### src/rtl/core/rtkns_pkg.sv
// ----------------------------------------------------------------------------
// rtkns_pkg
// Shared widths, codes and state encoding for the range top-K nearest search.
// ----------------------------------------------------------------------------
package rtkns_pkg;

	localparam int COMP_W  = 16;   // query / data component
	localparam int ID_W    = 16;   // reported point number
	localparam int DIST_W  = 39;   // squared distance, saturating
	localparam int MAG_W   = 16;   // |component difference|
	localparam int SQ_W    = 32;   // squared difference
	localparam int KREG_W  = 5;
	localparam int BND_W   = 16;
	localparam int DREG_W  = 8;
	localparam int CIDX_W  = 2;
	localparam int CDATA_W = 16;
	localparam int IN_DW   = 16;   // s_tdata width
	localparam int OUT_DW  = 56;   // m_tdata width

	typedef enum logic [1:0] {
		CMD_QUERY  = 2'd0,
		CMD_DATA   = 2'd1,
		CMD_FINISH = 2'd2
	} cmd_t;

	typedef enum logic [1:0] {
		REG_K_COUNT = 2'd0,
		REG_LOWER   = 2'd1,
		REG_UPPER   = 2'd2,
		REG_DIMS    = 2'd3
	} reg_idx_t;

	typedef enum logic [2:0] {
		ST_RUN,    // taking components
		ST_DRAIN,  // waiting for the MAC to finish a point
		ST_OFFER,  // insert, drop (K of 0, none held) or start worst-entry scan
		ST_SCAN,   // walk the held list
		ST_REPL,   // replace worst entry if closer
		ST_PASS,   // start one report pass
		ST_EMIT    // hand a result word to the output register
	} state_t;

endpackage

### src/rtl/core/range_topk_nearest_search.sv
// ----------------------------------------------------------------------------
// range_topk_nearest_search
// Range-limited brute-force K-nearest search over streamed vectors.
// ----------------------------------------------------------------------------
// Usage:
//  s_* words: s_tuser is the command (query component, data component,
//  finish), s_tdata the signed component. The query is loaded first, then
//  data points follow, dims components each; points are numbered from 0.
//  cfg_* writes k_count, lower_bound, upper_bound and dims; only while idle.
//  m_* words: one per held point in ascending (distance, id) order, tlast on
//  the final one; an empty search returns one word with tuser set.
//  Throughput: one component per cycle while s_tready is high, through the
//  query store read port and a three-stage subtract/square/accumulate pipe.
//  The closing component of a point is followed by a drain of the pipe,
//  then an insert while fewer than K are held, or else a worst-entry scan
//  of the best list memory, whose single read port also sets the report
//  time: each held point costs one read pass over the held list plus an emit.
//  Reset empties the held list and counters; query store and best list come
//  up undefined. A stalled receiver holds the output register and the report
//  pauses; inputs are not taken until the report is done.
// ----------------------------------------------------------------------------
module range_topk_nearest_search #(
	parameter int MAX_DIMS = 128,
	parameter int MAX_K    = 16,
	parameter int ID_BITS  = 16
) (
	input  logic                              clk,
	input  logic                              arst_n,
	input  logic                              s_tvalid,
	output logic                              s_tready,
	input  logic [rtkns_pkg::IN_DW-1:0]       s_tdata,   // [15:0] component
	input  logic [1:0]                        s_tuser,   // [1:0] cmd
	output logic                              m_tvalid,
	input  logic                              m_tready,
	output logic [rtkns_pkg::OUT_DW-1:0]      m_tdata,   // [15:0] point_id, [54:16] distance_sq
	output logic                              m_tuser,   // [0] empty_res
	output logic                              m_tlast,
	input  logic                              cfg_valid,
	output logic                              cfg_ready,
	input  logic [rtkns_pkg::CIDX_W-1:0]      cfg_index,
	input  logic [rtkns_pkg::CDATA_W-1:0]     cfg_data
);

	localparam int DIM_BITS = (MAX_DIMS > 1) ? $clog2(MAX_DIMS) : 1;
	localparam int DW  = ($clog2(MAX_DIMS + 1) > 8) ? $clog2(MAX_DIMS + 1) : 8;
	localparam int KW  = (MAX_K > 1) ? $clog2(MAX_K) : 1;
	localparam int HW  = $clog2(MAX_K + 1);
	localparam int KCW = (HW > rtkns_pkg::KREG_W) ? HW : rtkns_pkg::KREG_W;
	localparam int BW  = (ID_BITS > rtkns_pkg::BND_W) ? ID_BITS : rtkns_pkg::BND_W;
	localparam int DS  = rtkns_pkg::DIST_W;

	typedef struct packed {
		logic [DS-1:0]      dsq;
		logic [ID_BITS-1:0] id;
	} entry_t;

	function automatic logic pair_lt(entry_t a, entry_t b);
		pair_lt = (a.dsq < b.dsq) || ((a.dsq == b.dsq) && (a.id < b.id));
	endfunction

	// configuration
	logic [rtkns_pkg::KREG_W-1:0] k_q;
	logic [rtkns_pkg::BND_W-1:0]  lo_q, hi_q;
	logic [rtkns_pkg::DREG_W-1:0] dims_q;

	// memories
	logic signed [rtkns_pkg::COMP_W-1:0] qmem [MAX_DIMS];
	entry_t                              bmem [MAX_K];

	// streaming side
	rtkns_pkg::state_t state_q, state_d;
	logic [DIM_BITS-1:0] cnt_q;
	logic [ID_BITS:0]    pc_q;
	logic [DS-1:0]       acc_q, dist_q;
	logic [ID_BITS-1:0]  id_q;
	logic                sel_q;

	logic                                vld_s1, vld_s2, vld_s3;
	logic                                end_s1, end_s2, end_s3;
	logic signed [rtkns_pkg::COMP_W-1:0] comp_s1, qd_s1;
	logic [rtkns_pkg::MAG_W-1:0]         mag_s2;
	logic [rtkns_pkg::SQ_W-1:0]          sq_s3;

	// list walk
	logic [HW-1:0] held_q, scan_q, rdi_q, done_q;
	logic          rdv_q, rpt_q, sel_ok_q, have_prev_q;
	entry_t        brd_q, sel_e_q, prev_q;
	logic [KW-1:0] sel_i_q;

	// output register
	logic                     out_vld_q, out_empty_q, out_last_q;
	logic [rtkns_pkg::ID_W-1:0] out_id_q;
	logic [DS-1:0]            out_dist_q;

	// combinational
	logic               in_acc, is_q, is_d, is_f, comp_step, wrap, vec_end, in_range;
	logic [DW-1:0]      dims_x, effd, cnt_next;
	logic [KCW-1:0]     k_x, effk;
	logic [DS:0]        acc_sum;
	logic [DS-1:0]      acc_sat;
	logic signed [rtkns_pkg::COMP_W:0] diff_s1;
	logic [BW-1:0]      pc_x;
	logic               bwe, bre, take, scan_end, out_load, out_free, emit_last;
	logic [KW-1:0]      bwa, bra;
	entry_t             bwd;

	assign cfg_ready = 1'b1;

	assign dims_x = DW'(dims_q);
	assign effd   = (dims_x == '0) ? DW'(1) :
	                (dims_x > DW'(MAX_DIMS)) ? DW'(MAX_DIMS) : dims_x;
	assign k_x    = KCW'(k_q);
	assign effk   = (k_x > KCW'(MAX_K)) ? KCW'(MAX_K) : k_x;

	assign in_acc    = s_tvalid && s_tready;
	assign is_q      = in_acc && (s_tuser == rtkns_pkg::CMD_QUERY);
	assign is_d      = in_acc && (s_tuser == rtkns_pkg::CMD_DATA);
	assign is_f      = in_acc && (s_tuser == rtkns_pkg::CMD_FINISH);
	assign comp_step = is_q || is_d;
	assign cnt_next  = DW'(cnt_q) + DW'(1);
	assign wrap      = (cnt_next >= effd);
	assign vec_end   = is_d && wrap;

	assign pc_x     = BW'(pc_q[ID_BITS-1:0]);
	assign in_range = !pc_q[ID_BITS] && (pc_x >= BW'(lo_q)) && (pc_x <= BW'(hi_q));

	assign diff_s1 = {comp_s1[rtkns_pkg::COMP_W-1], comp_s1} - {qd_s1[rtkns_pkg::COMP_W-1], qd_s1};
	assign acc_sum = {1'b0, acc_q} + (DS + 1)'(sq_s3);
	assign acc_sat = acc_sum[DS] ? {DS{1'b1}} : acc_sum[DS-1:0];

	assign out_free  = !out_vld_q || m_tready;
	assign emit_last = (done_q + HW'(1) == held_q);

	// next state and memory controls
	always_comb begin
		state_d  = state_q;
		s_tready = 1'b0;
		bwe      = 1'b0;
		bwa      = held_q[KW-1:0];
		bwd      = '{dsq: dist_q, id: id_q};
		bre      = 1'b0;
		bra      = scan_q[KW-1:0];
		take     = 1'b0;
		scan_end = 1'b0;
		out_load = 1'b0;
		unique case (state_q)
			rtkns_pkg::ST_RUN: begin
				s_tready = 1'b1;
				if (vec_end)
					state_d = rtkns_pkg::ST_DRAIN;
				else if (is_f)
					state_d = (held_q == '0) ? rtkns_pkg::ST_EMIT : rtkns_pkg::ST_PASS;
			end
			rtkns_pkg::ST_DRAIN: begin
				if (vld_s3 && end_s3)
					state_d = sel_q ? rtkns_pkg::ST_OFFER : rtkns_pkg::ST_RUN;
			end
			rtkns_pkg::ST_OFFER: begin
				if (KCW'(held_q) < effk) begin
					bwe     = 1'b1;
					state_d = rtkns_pkg::ST_RUN;
				end else if (held_q == '0) begin
					state_d = rtkns_pkg::ST_RUN;
				end else begin
					state_d = rtkns_pkg::ST_SCAN;
				end
			end
			rtkns_pkg::ST_PASS: begin
				state_d = rtkns_pkg::ST_SCAN;
			end
			rtkns_pkg::ST_SCAN: begin
				bre = (scan_q < held_q);
				if (rdv_q) begin
					if (rpt_q)
						take = (!have_prev_q || pair_lt(prev_q, brd_q)) &&
						       (!sel_ok_q || pair_lt(brd_q, sel_e_q));
					else
						take = !sel_ok_q || pair_lt(sel_e_q, brd_q);
					scan_end = (rdi_q == held_q - HW'(1));
				end
				if (scan_end)
					state_d = rpt_q ? rtkns_pkg::ST_EMIT : rtkns_pkg::ST_REPL;
			end
			rtkns_pkg::ST_REPL: begin
				bwa     = sel_i_q;
				bwe     = (dist_q < sel_e_q.dsq);
				state_d = rtkns_pkg::ST_RUN;
			end
			rtkns_pkg::ST_EMIT: begin
				if (out_free) begin
					out_load = 1'b1;
					if (held_q == '0 || emit_last)
						state_d = rtkns_pkg::ST_RUN;
					else
						state_d = rtkns_pkg::ST_PASS;
				end
			end
			default: state_d = rtkns_pkg::ST_RUN;
		endcase
	end

	always_ff @(posedge clk or negedge arst_n) begin
		if (!arst_n)
			state_q <= rtkns_pkg::ST_RUN;
		else
			state_q <= state_d;
	end

	always_ff @(posedge clk or negedge arst_n) begin
		if (!arst_n) begin
			k_q    <= rtkns_pkg::KREG_W'(10);
			lo_q   <= '0;
			hi_q   <= '1;
			dims_q <= rtkns_pkg::DREG_W'(128);
		end else if (cfg_valid && cfg_ready) begin
			unique case (cfg_index)
				rtkns_pkg::REG_K_COUNT: k_q    <= cfg_data[rtkns_pkg::KREG_W-1:0];
				rtkns_pkg::REG_LOWER:   lo_q   <= cfg_data;
				rtkns_pkg::REG_UPPER:   hi_q   <= cfg_data;
				rtkns_pkg::REG_DIMS:    dims_q <= cfg_data[rtkns_pkg::DREG_W-1:0];
				default: ;
			endcase
		end
	end

	// query store: write on query words, registered read feeding the subtract
	always_ff @(posedge clk) begin
		if (is_q)
			qmem[cnt_q] <= s_tdata;
		if (is_d)
			qd_s1 <= qmem[cnt_q];
	end

	// counters
	always_ff @(posedge clk or negedge arst_n) begin
		if (!arst_n) begin
			cnt_q <= '0;
			pc_q  <= '0;
		end else if (is_f) begin
			cnt_q <= '0;
			pc_q  <= '0;
		end else begin
			if (comp_step)
				cnt_q <= wrap ? '0 : cnt_q + DIM_BITS'(1);
			if (vec_end && !pc_q[ID_BITS])
				pc_q <= pc_q + (ID_BITS + 1)'(1);
		end
	end

	// MAC pipe; finish drops a partial point
	always_ff @(posedge clk or negedge arst_n) begin
		if (!arst_n) begin
			vld_s1 <= 1'b0;
			vld_s2 <= 1'b0;
			vld_s3 <= 1'b0;
			acc_q  <= '0;
		end else begin
			vld_s1 <= is_d;
			vld_s2 <= vld_s1 && !is_f;
			vld_s3 <= vld_s2 && !is_f;
			if (is_f)
				acc_q <= '0;
			else if (vld_s3)
				acc_q <= end_s3 ? '0 : acc_sat;
		end
	end

	always_ff @(posedge clk) begin
		if (is_d) begin
			comp_s1 <= s_tdata;
			end_s1  <= wrap;
		end
		if (vec_end) begin
			sel_q <= in_range;
			id_q  <= pc_q[ID_BITS-1:0];
		end
		mag_s2 <= diff_s1[rtkns_pkg::COMP_W] ? rtkns_pkg::MAG_W'(-diff_s1)
		                                     : rtkns_pkg::MAG_W'(diff_s1);
		end_s2 <= end_s1;
		sq_s3  <= mag_s2 * mag_s2;
		end_s3 <= end_s2;
		if (vld_s3 && end_s3)
			dist_q <= acc_sat;
	end

	// best list memory
	always_ff @(posedge clk) begin
		if (bwe)
			bmem[bwa] <= bwd;
		if (bre)
			brd_q <= bmem[bra];
	end

	// list walk control
	always_ff @(posedge clk or negedge arst_n) begin
		if (!arst_n) begin
			held_q      <= '0;
			scan_q      <= '0;
			rdv_q       <= 1'b0;
			rpt_q       <= 1'b0;
			sel_ok_q    <= 1'b0;
			have_prev_q <= 1'b0;
			done_q      <= '0;
		end else begin
			if (is_f) begin
				have_prev_q <= 1'b0;
				done_q      <= '0;
			end
			if (state_q == rtkns_pkg::ST_OFFER && bwe)
				held_q <= held_q + HW'(1);
			if ((state_q == rtkns_pkg::ST_OFFER && state_d == rtkns_pkg::ST_SCAN) ||
			    state_q == rtkns_pkg::ST_PASS) begin
				scan_q   <= '0;
				rdv_q    <= 1'b0;
				sel_ok_q <= 1'b0;
				rpt_q    <= (state_q == rtkns_pkg::ST_PASS);
			end
			if (state_q == rtkns_pkg::ST_SCAN) begin
				rdv_q <= bre;
				if (bre)
					scan_q <= scan_q + HW'(1);
				if (take)
					sel_ok_q <= 1'b1;
			end
			if (out_load && held_q != '0) begin
				have_prev_q <= 1'b1;
				done_q      <= done_q + HW'(1);
				if (emit_last)
					held_q <= '0;
			end
		end
	end

	always_ff @(posedge clk) begin
		if (state_q == rtkns_pkg::ST_SCAN)
			rdi_q <= scan_q;
		if (take) begin
			sel_e_q <= brd_q;
			sel_i_q <= rdi_q[KW-1:0];
		end
		if (out_load)
			prev_q <= sel_e_q;
	end

	// output register
	always_ff @(posedge clk or negedge arst_n) begin
		if (!arst_n)
			out_vld_q <= 1'b0;
		else if (out_load)
			out_vld_q <= 1'b1;
		else if (m_tready)
			out_vld_q <= 1'b0;
	end

	always_ff @(posedge clk) begin
		if (out_load) begin
			if (held_q == '0) begin
				out_id_q    <= '0;
				out_dist_q  <= '0;
				out_empty_q <= 1'b1;
				out_last_q  <= 1'b1;
			end else begin
				out_id_q    <= rtkns_pkg::ID_W'(sel_e_q.id);
				out_dist_q  <= sel_e_q.dsq;
				out_empty_q <= 1'b0;
				out_last_q  <= emit_last;
			end
		end
	end

	assign m_tvalid = out_vld_q;
	assign m_tdata  = {1'b0, out_dist_q, out_id_q};
	assign m_tuser  = out_empty_q;
	assign m_tlast  = out_last_q;

	// checks
	a_held_max: assert property (@(posedge clk) disable iff (!arst_n)
		held_q <= HW'(MAX_K))
		else $error("held count above MAX_K");

	a_end_in_drain: assert property (@(posedge clk) disable iff (!arst_n)
		(vld_s3 && end_s3) |-> (state_q == rtkns_pkg::ST_DRAIN))
		else $error("point end reached MAC tail outside drain");

	a_empty_last: assert property (@(posedge clk) disable iff (!arst_n)
		(m_tvalid && m_tuser) |-> m_tlast)
		else $error("empty marker without tlast");

	a_repl_sel: assert property (@(posedge clk) disable iff (!arst_n)
		(state_q == rtkns_pkg::ST_REPL) |-> sel_ok_q)
		else $error("replace with no worst entry found");

	a_emit_sel: assert property (@(posedge clk) disable iff (!arst_n)
		(out_load && held_q != '0) |-> sel_ok_q)
		else $error("report word with no candidate");

endmodule

### config.mk
export PLATFORM = sky130hd
export DESIGN_NAME = range_topk_nearest_search
export DESIGN_NICKNAME = d
export VERILOG_FILES = /design/src/rtl/core/rtkns_pkg.sv /design/src/rtl/core/range_topk_nearest_search.sv
export SDC_FILE = /design/constraint.sdc
export NUM_CORES = 2
export LEC_CHECK = 0
export BUFFER_PORTS_ARGS = -buffer_cell sky130_fd_sc_hd__buf_2
export CORE_MARGIN = 2
export CORE_UTILIZATION = 55
export CTS_CLUSTER_DIAMETER = 30
export CTS_CLUSTER_SIZE = 24
export DETAILED_ROUTE_END_ITERATION = 8
export PLACE_DENSITY = 0.8
export SYNTH_ARGS = -nofsm -noshare
export SYNTH_HDL_FRONTEND = slang
export SYNTH_SLANG_ARGS = --single-unit
### constraint.sdc
create_clock -name clk -period 37.1 [get_ports clk]
set_input_delay 5.565 -clock clk [delete_from_list [all_inputs] [get_ports clk]]
set_output_delay 5.565 -clock clk [all_outputs]
set_load 0.01 [all_outputs]
; Yosys cells after proc, flatten, opt, wreduce, memory -nomap -nowiden
; Memory sizes are Yosys's and may differ from the RTL's. A register that Yosys moved wholly into a read port is not among the register bits.
; Cells that the tools add are included.
[word_totals]
reg_bits = 433
input_bits = 41
word_cells = 190
mem_bits_rw = 2928
latch_bits = 0
mem_bits_ro = 0
mem_count = 2
[op_classes]
n_eq_ne = 17
n_shift = 0
n_mul = 1
div = 0
reduce_logical = 49
addsub = 10
bitwise_logic = 0
n_lt_le_gt_ge = 14
muxes = 59
[memory_table]
columns = memory, words, width, rd, rd_ports_with_merged_regs, write_ports, line
row1 = qmem, 128, 16, 1, 1, 1, range_topk_nearest_search.sv:67  ; logic signed [rtkns_pkg::COMP_W-1:0] qmem [MAX_DIMS];
row2 = bmem, 16, 55, 1, 1, 1, range_topk_nearest_search.sv:68  ; entry_t bmem [MAX_K];
[op_table]
columns = cell, n
row1 = 39-bit less-than comparator, 4
row2 = 39-bit 2-to-1 mux, 4
row3 = 39-bit equality test, 3
row4 = 16-bit less-than comparator, 3
row5 = 5-bit 2-to-1 mux, 9
row6 = 39-bit by 32-bit adder with 40-bit output, 1
row7 = 17-bit 2-to-1 mux, 2
row8 = 16-bit by 16-bit multiplier with 32-bit output, 1
row9 = 1-bit 2-to-1 mux, 24
row10 = 7-bit 2-to-1 mux, 3
row11 = 1-bit logical AND, 18
row12 = 3-bit 2-to-1 mux, 6
row13 = 3-bit case mux with 6 select lines, 1
row14 = "17-bit by 1-bit adder with 17-bit output, second input constant", 1
row15 = 16-bit by 16-bit subtractor with 17-bit output, 1
row16 = 16-bit >= comparator, 1
row17 = 16-bit <= comparator, 1
row18 = 16-bit 2-to-1 mux, 1
row19 = 8-bit 2-to-1 mux, 2
row20 = 16-bit negator, 1
row21 = "5-bit by 1-bit adder with 5-bit output, second input constant", 3
row22 = 2-bit nonzero test, 6
row23 = 5-bit equality test, 2
row24 = 1-bit logical OR, 10
row25 = 22 further kinds, 42

; Depth between registers and ports, before layout
[depth]
ltp_word = 13
mapped_depth = 25

; Worst setup path after synthesis
; Ideal clock, no wire load.
[synth_path]
kind = register -> register
startpoint = reg sel_e_q[32] (netlist bit)
endpoint = reg sel_e_q[0] (netlist bit) (enable)
required_ns = 36.304
path_buffers = 0
arrival_time_ns = 11.282
path_stages_with_launch = 10
path_slack_ns = 25.022
synth_period_minus_slack_ns = 12.078
path_cell_list = edfxtp_1 > ha_1 > a21o_1 > a21o_1 > a2111oi_0 > nor3_1 > nor4_1 > o211ai_1 > mux2i_1 > a2111oi_0
[synth_between]
elab_chain_len = 8
elab_cells_between_ends = 14
[synth_rtl]
columns = item, line
row1 = "start, declared", range_topk_nearest_search.sv:87  ; entry_t brd_q, sel_e_q, prev_q;
row2 = "start signal, assigned", range_topk_nearest_search.sv:338  ; sel_e_q <= brd_q;
row3 = branches (longest 5 deep; another with 39-bit less-than comparator), n/a
row4 = 1-bit 2-to-1 mux (*), range_topk_nearest_search.sv:174  ; if (rpt_q)
row5 = 1-bit 2-to-1 mux (*), range_topk_nearest_search.sv:173  ; if (rdv_q) begin
row6 = 1-bit 2-to-1 mux (*), range_topk_nearest_search.sv:146  ; unique case (state_q)
row7 = named net take, range_topk_nearest_search.sv:103  ; logic bwe, bre, take, scan_end, out_load, out_free, emit_last;
; Mark *: on every way through the listed nets, which the timed path passes.
; A chain may end at the register's enable or synchronous reset.

; Final worst setup path
[layout_path]
startpoint = reg state_q[2]
endpoint = out s_tready
[layout_between]
elab_chain_len = 2
[layout_rtl]
columns = item, line
row1 = "start, declared", range_topk_nearest_search.sv:71  ; rtkns_pkg::state_t state_q, state_d;
row2 = "start signal, assigned", range_topk_nearest_search.sv:204  ; state_q <= rtkns_pkg::ST_RUN;
row3 = "start signal, assigned", range_topk_nearest_search.sv:206  ; state_q <= state_d;
row4 = 3-bit zero test, range_topk_nearest_search.sv:146
row5 = 1-bit 2-to-1 mux, range_topk_nearest_search.sv:146
row6 = "end, declared", range_topk_nearest_search.sv:30  ; output logic s_tready,
; Every way passes these cells.

==> run metrics <==
met3 usage 7.66%; Buffers on Ports 99; commonest non-fill, non-tap cells in the layout 3248 x edfxtp_1, 688 x a22oi_1, 492 x clkbuf_16; met1 usage 37.8%; largest net degree at the start of global routing 132; status finished with violations; CP Cell Sequence nor3_2 -> buf_2; I/O Pins 102; number of global-route vias before repair 84700; clk slew on worst S/H paths 50 ps; HP Class reg2reg; Hold-fix buffers, CTS 0; PostCTS Resize Cnt 0; Crit-path slowest cell dfrtp_1; #FFs+latches synth 3431; core box area 252000 um^2; distinct cell type count after synthesis 94; Yosys warnings 0; area of the multi-input gates 34500 um^2; CTS buffer count 488; Max-Cap Viols 0; Die H 508 um; crit path DAT 2200 ps; Iteration-0 DRC Markers 13800; Layout area overhead 15.1%; WL per Instance 32.1 um; Final setup violation count 0; Period Utilization, post-route 20.9%; depth of the CTS H-tree 5; Leak Pwr 54.6 nW; PwrDens 102 nW/um^2; initial antenna violation count 25; Vias/cell 6.86; post-detail-place hpwl 218000 um; clock skew 86.8 ps; Max Root-Sink Buffers 4; post-layout minimum cycle time 7760 ps; Post-CTS Repair Setup Buffers 0; Avg Cell Area, Syn 17.2 um^2; Placement Setup Slack 28520 ps; met2 usage 48.8%; Post-synth ARST share 3.91%; post-detailed-route count of antenna-violating nets 0; Mapped Cells 8135; share of cells above drive strength 1 17.6%; Synth Cell Area 140000 um^2; first-pass GRT wire length 576000 um; Final Hold Viols 0; 1st-pass router iterations 9; RSZ-0062 raised after global routing false; Peak VDD IR 0.000551 V; Req. time, crit path 31530 ps; CTS tree built; count of pins over their slew limit 0; main flop type after synthesis edfxtp_1; Seq. cell area 102000 um^2; Crit Path Category reg2out; Slew @ Worst Pin 1440 ps; Total Routing Usage GR 30.4%; Setup TNS 0 ps; EDFF count, synth 3248; sequential fraction of the synthesis area 73.0%; Critical Path Max Stage Delay 500 ps; # fillers 15800; gr busiest metal met2; total wire length 395000 um; Final #Nets 9100; failing checks design-rule violations; Synthesized Nets 8689; Clock Latency Late Sink 1030 ps; die extent in x 508 um; Core Rows 184; vias 84300; commonest non-fill, non-tap cell in the layout edfxtp_1; Startpoint Class register; fmax 0.129 GHz; Initial Util 55.4%; Critical Path End Type output pin; drc violations 16; clock root cell clkbuf_16; Max transition margin 2.68%; RD Place Congestion 0.922; critical-path maximum fanout 12; clock sinks 3431; Die Area 258000 um^2; grt total ovfl 0; Final WS setup 29340 ps
[worst max-delay path: cells and delay by family, from the launching register on]
family        cells  cell delay (ps)
flops             1              500
simple gates      1              490
buf+inv           1              230
[registers in the layout, summed over array words and instances, names as in the netlist, 17 cells and up]
signal / flops
out_dist_q: 39
prev_q: 55
dist_q: 39
sq_s3: 31
acc_q: 39
bmem: 880
brd_q: 55
qmem: 2048
sel_e_q: 55
pc_q: 17
[per-layer routing]
metal,vias up,routed length [um]
li1,33500,-
met1,41900,130000
met2,7428,189000
met3,1455,50300
met4,24,26400
met5,-,150
[logic make-up (layout without fill, tap and decap cells)]
logic type | count (synthesis) | after routing | synth area share [%]
compound gates | 1815 | 1815 | 9.58
xor+xnor | 118 | 118 | 0.740
fa+ha+maj | 513 | 513 | 5.47
buf+inv | 856 | 1670 | 2.44
flops | 3431 | 3431 | 73.0
mux | 356 | 356 | 5.09
other cells | 2 | 8 | 0.00538
simple gates | 1044 | 1044 | 3.69
[synth_stat cells, drive strengths merged (64+ instances only)]
| master | n | area (um^2) |
|---|---|---|
| a21o | 92 | 691 |
| a21oi | 169 | 857 |
| a221oi | 159 | 1390 |
| a22o | 190 | 1660 |
| a22oi | 688 | 5160 |
| a31oi | 122 | 793 |
| buf | 219 | 1010 |
| clkbuf | 201 | 756 |
| dfrtp | 115 | 2880 |
| edfxtp | 3248 | 97500 |
| fa | 163 | 3260 |
| ha | 350 | 4380 |
| inv | 436 | 1640 |
| mux2 | 64 | 721 |
| mux4 | 277 | 6240 |
| nand2 | 217 | 815 |
| nand4 | 126 | 788 |
| nor2 | 321 | 1210 |
| nor3 | 65 | 330 |
| o21ai | 157 | 793 |
| xnor2 | 71 | 622 |
[layout make-up]
type,count,share of cell area (%)
Clock buffer,542,7.80
Multi-Input combinational cell,3848,21.5
Inverter,436,1.02
Antenna cell,6,0.00934
Timing Repair Buffer,341,1.54
Clock inverter,351,2.16
Tap cell,3348,2.61
Sequential cell,3431,63.4
[path summary, 6_finish.rpt]
check	from	endpoint	depth (start not counted)	slack, ps
hold / removal	end_s2$_DFF_P_	end_s3$_DFF_P_	0	330
max in group asynchronous	arst_n	cnt_q[4]$_DFFE_PN0P_	2	31120
min in group asynchronous	arst_n	lo_q[14]$_DFFE_PN0P_	1	4590
setup reg to reg	mag_s2[12]$_DFF_P_	sq_s3[30]$_DFF_P_	22	30530
hold reg to reg	end_s2$_DFF_P_	end_s3$_DFF_P_	0	330
setup / recovery	state_q[2]$_DFF_PN0_	s_tready	2	29340
[through the flow]
stage	util (%)	power, mW	cell area, um^2	hold WS [ps]	cells
detailed placement	57.4	11.7	145000	317	11400
finish	63.8	16.4	161000	326	12300
global placement	57.4	11.6	145000	316	11400
global route	63.8	17.2	161000	333	12300
CTS	63.8	16.3	161000	329	12300
floorplan	-	9.51	140000	310	8135
[where the power goes]
group,internal (mW),leakage (nW),switching (mW)
sequential,4.47,31.1,0.161
combinational,2.78,15.8,4.44
clock,2.76,7.71,1.77
Note: power is estimated with default switching activity, not from simulation.
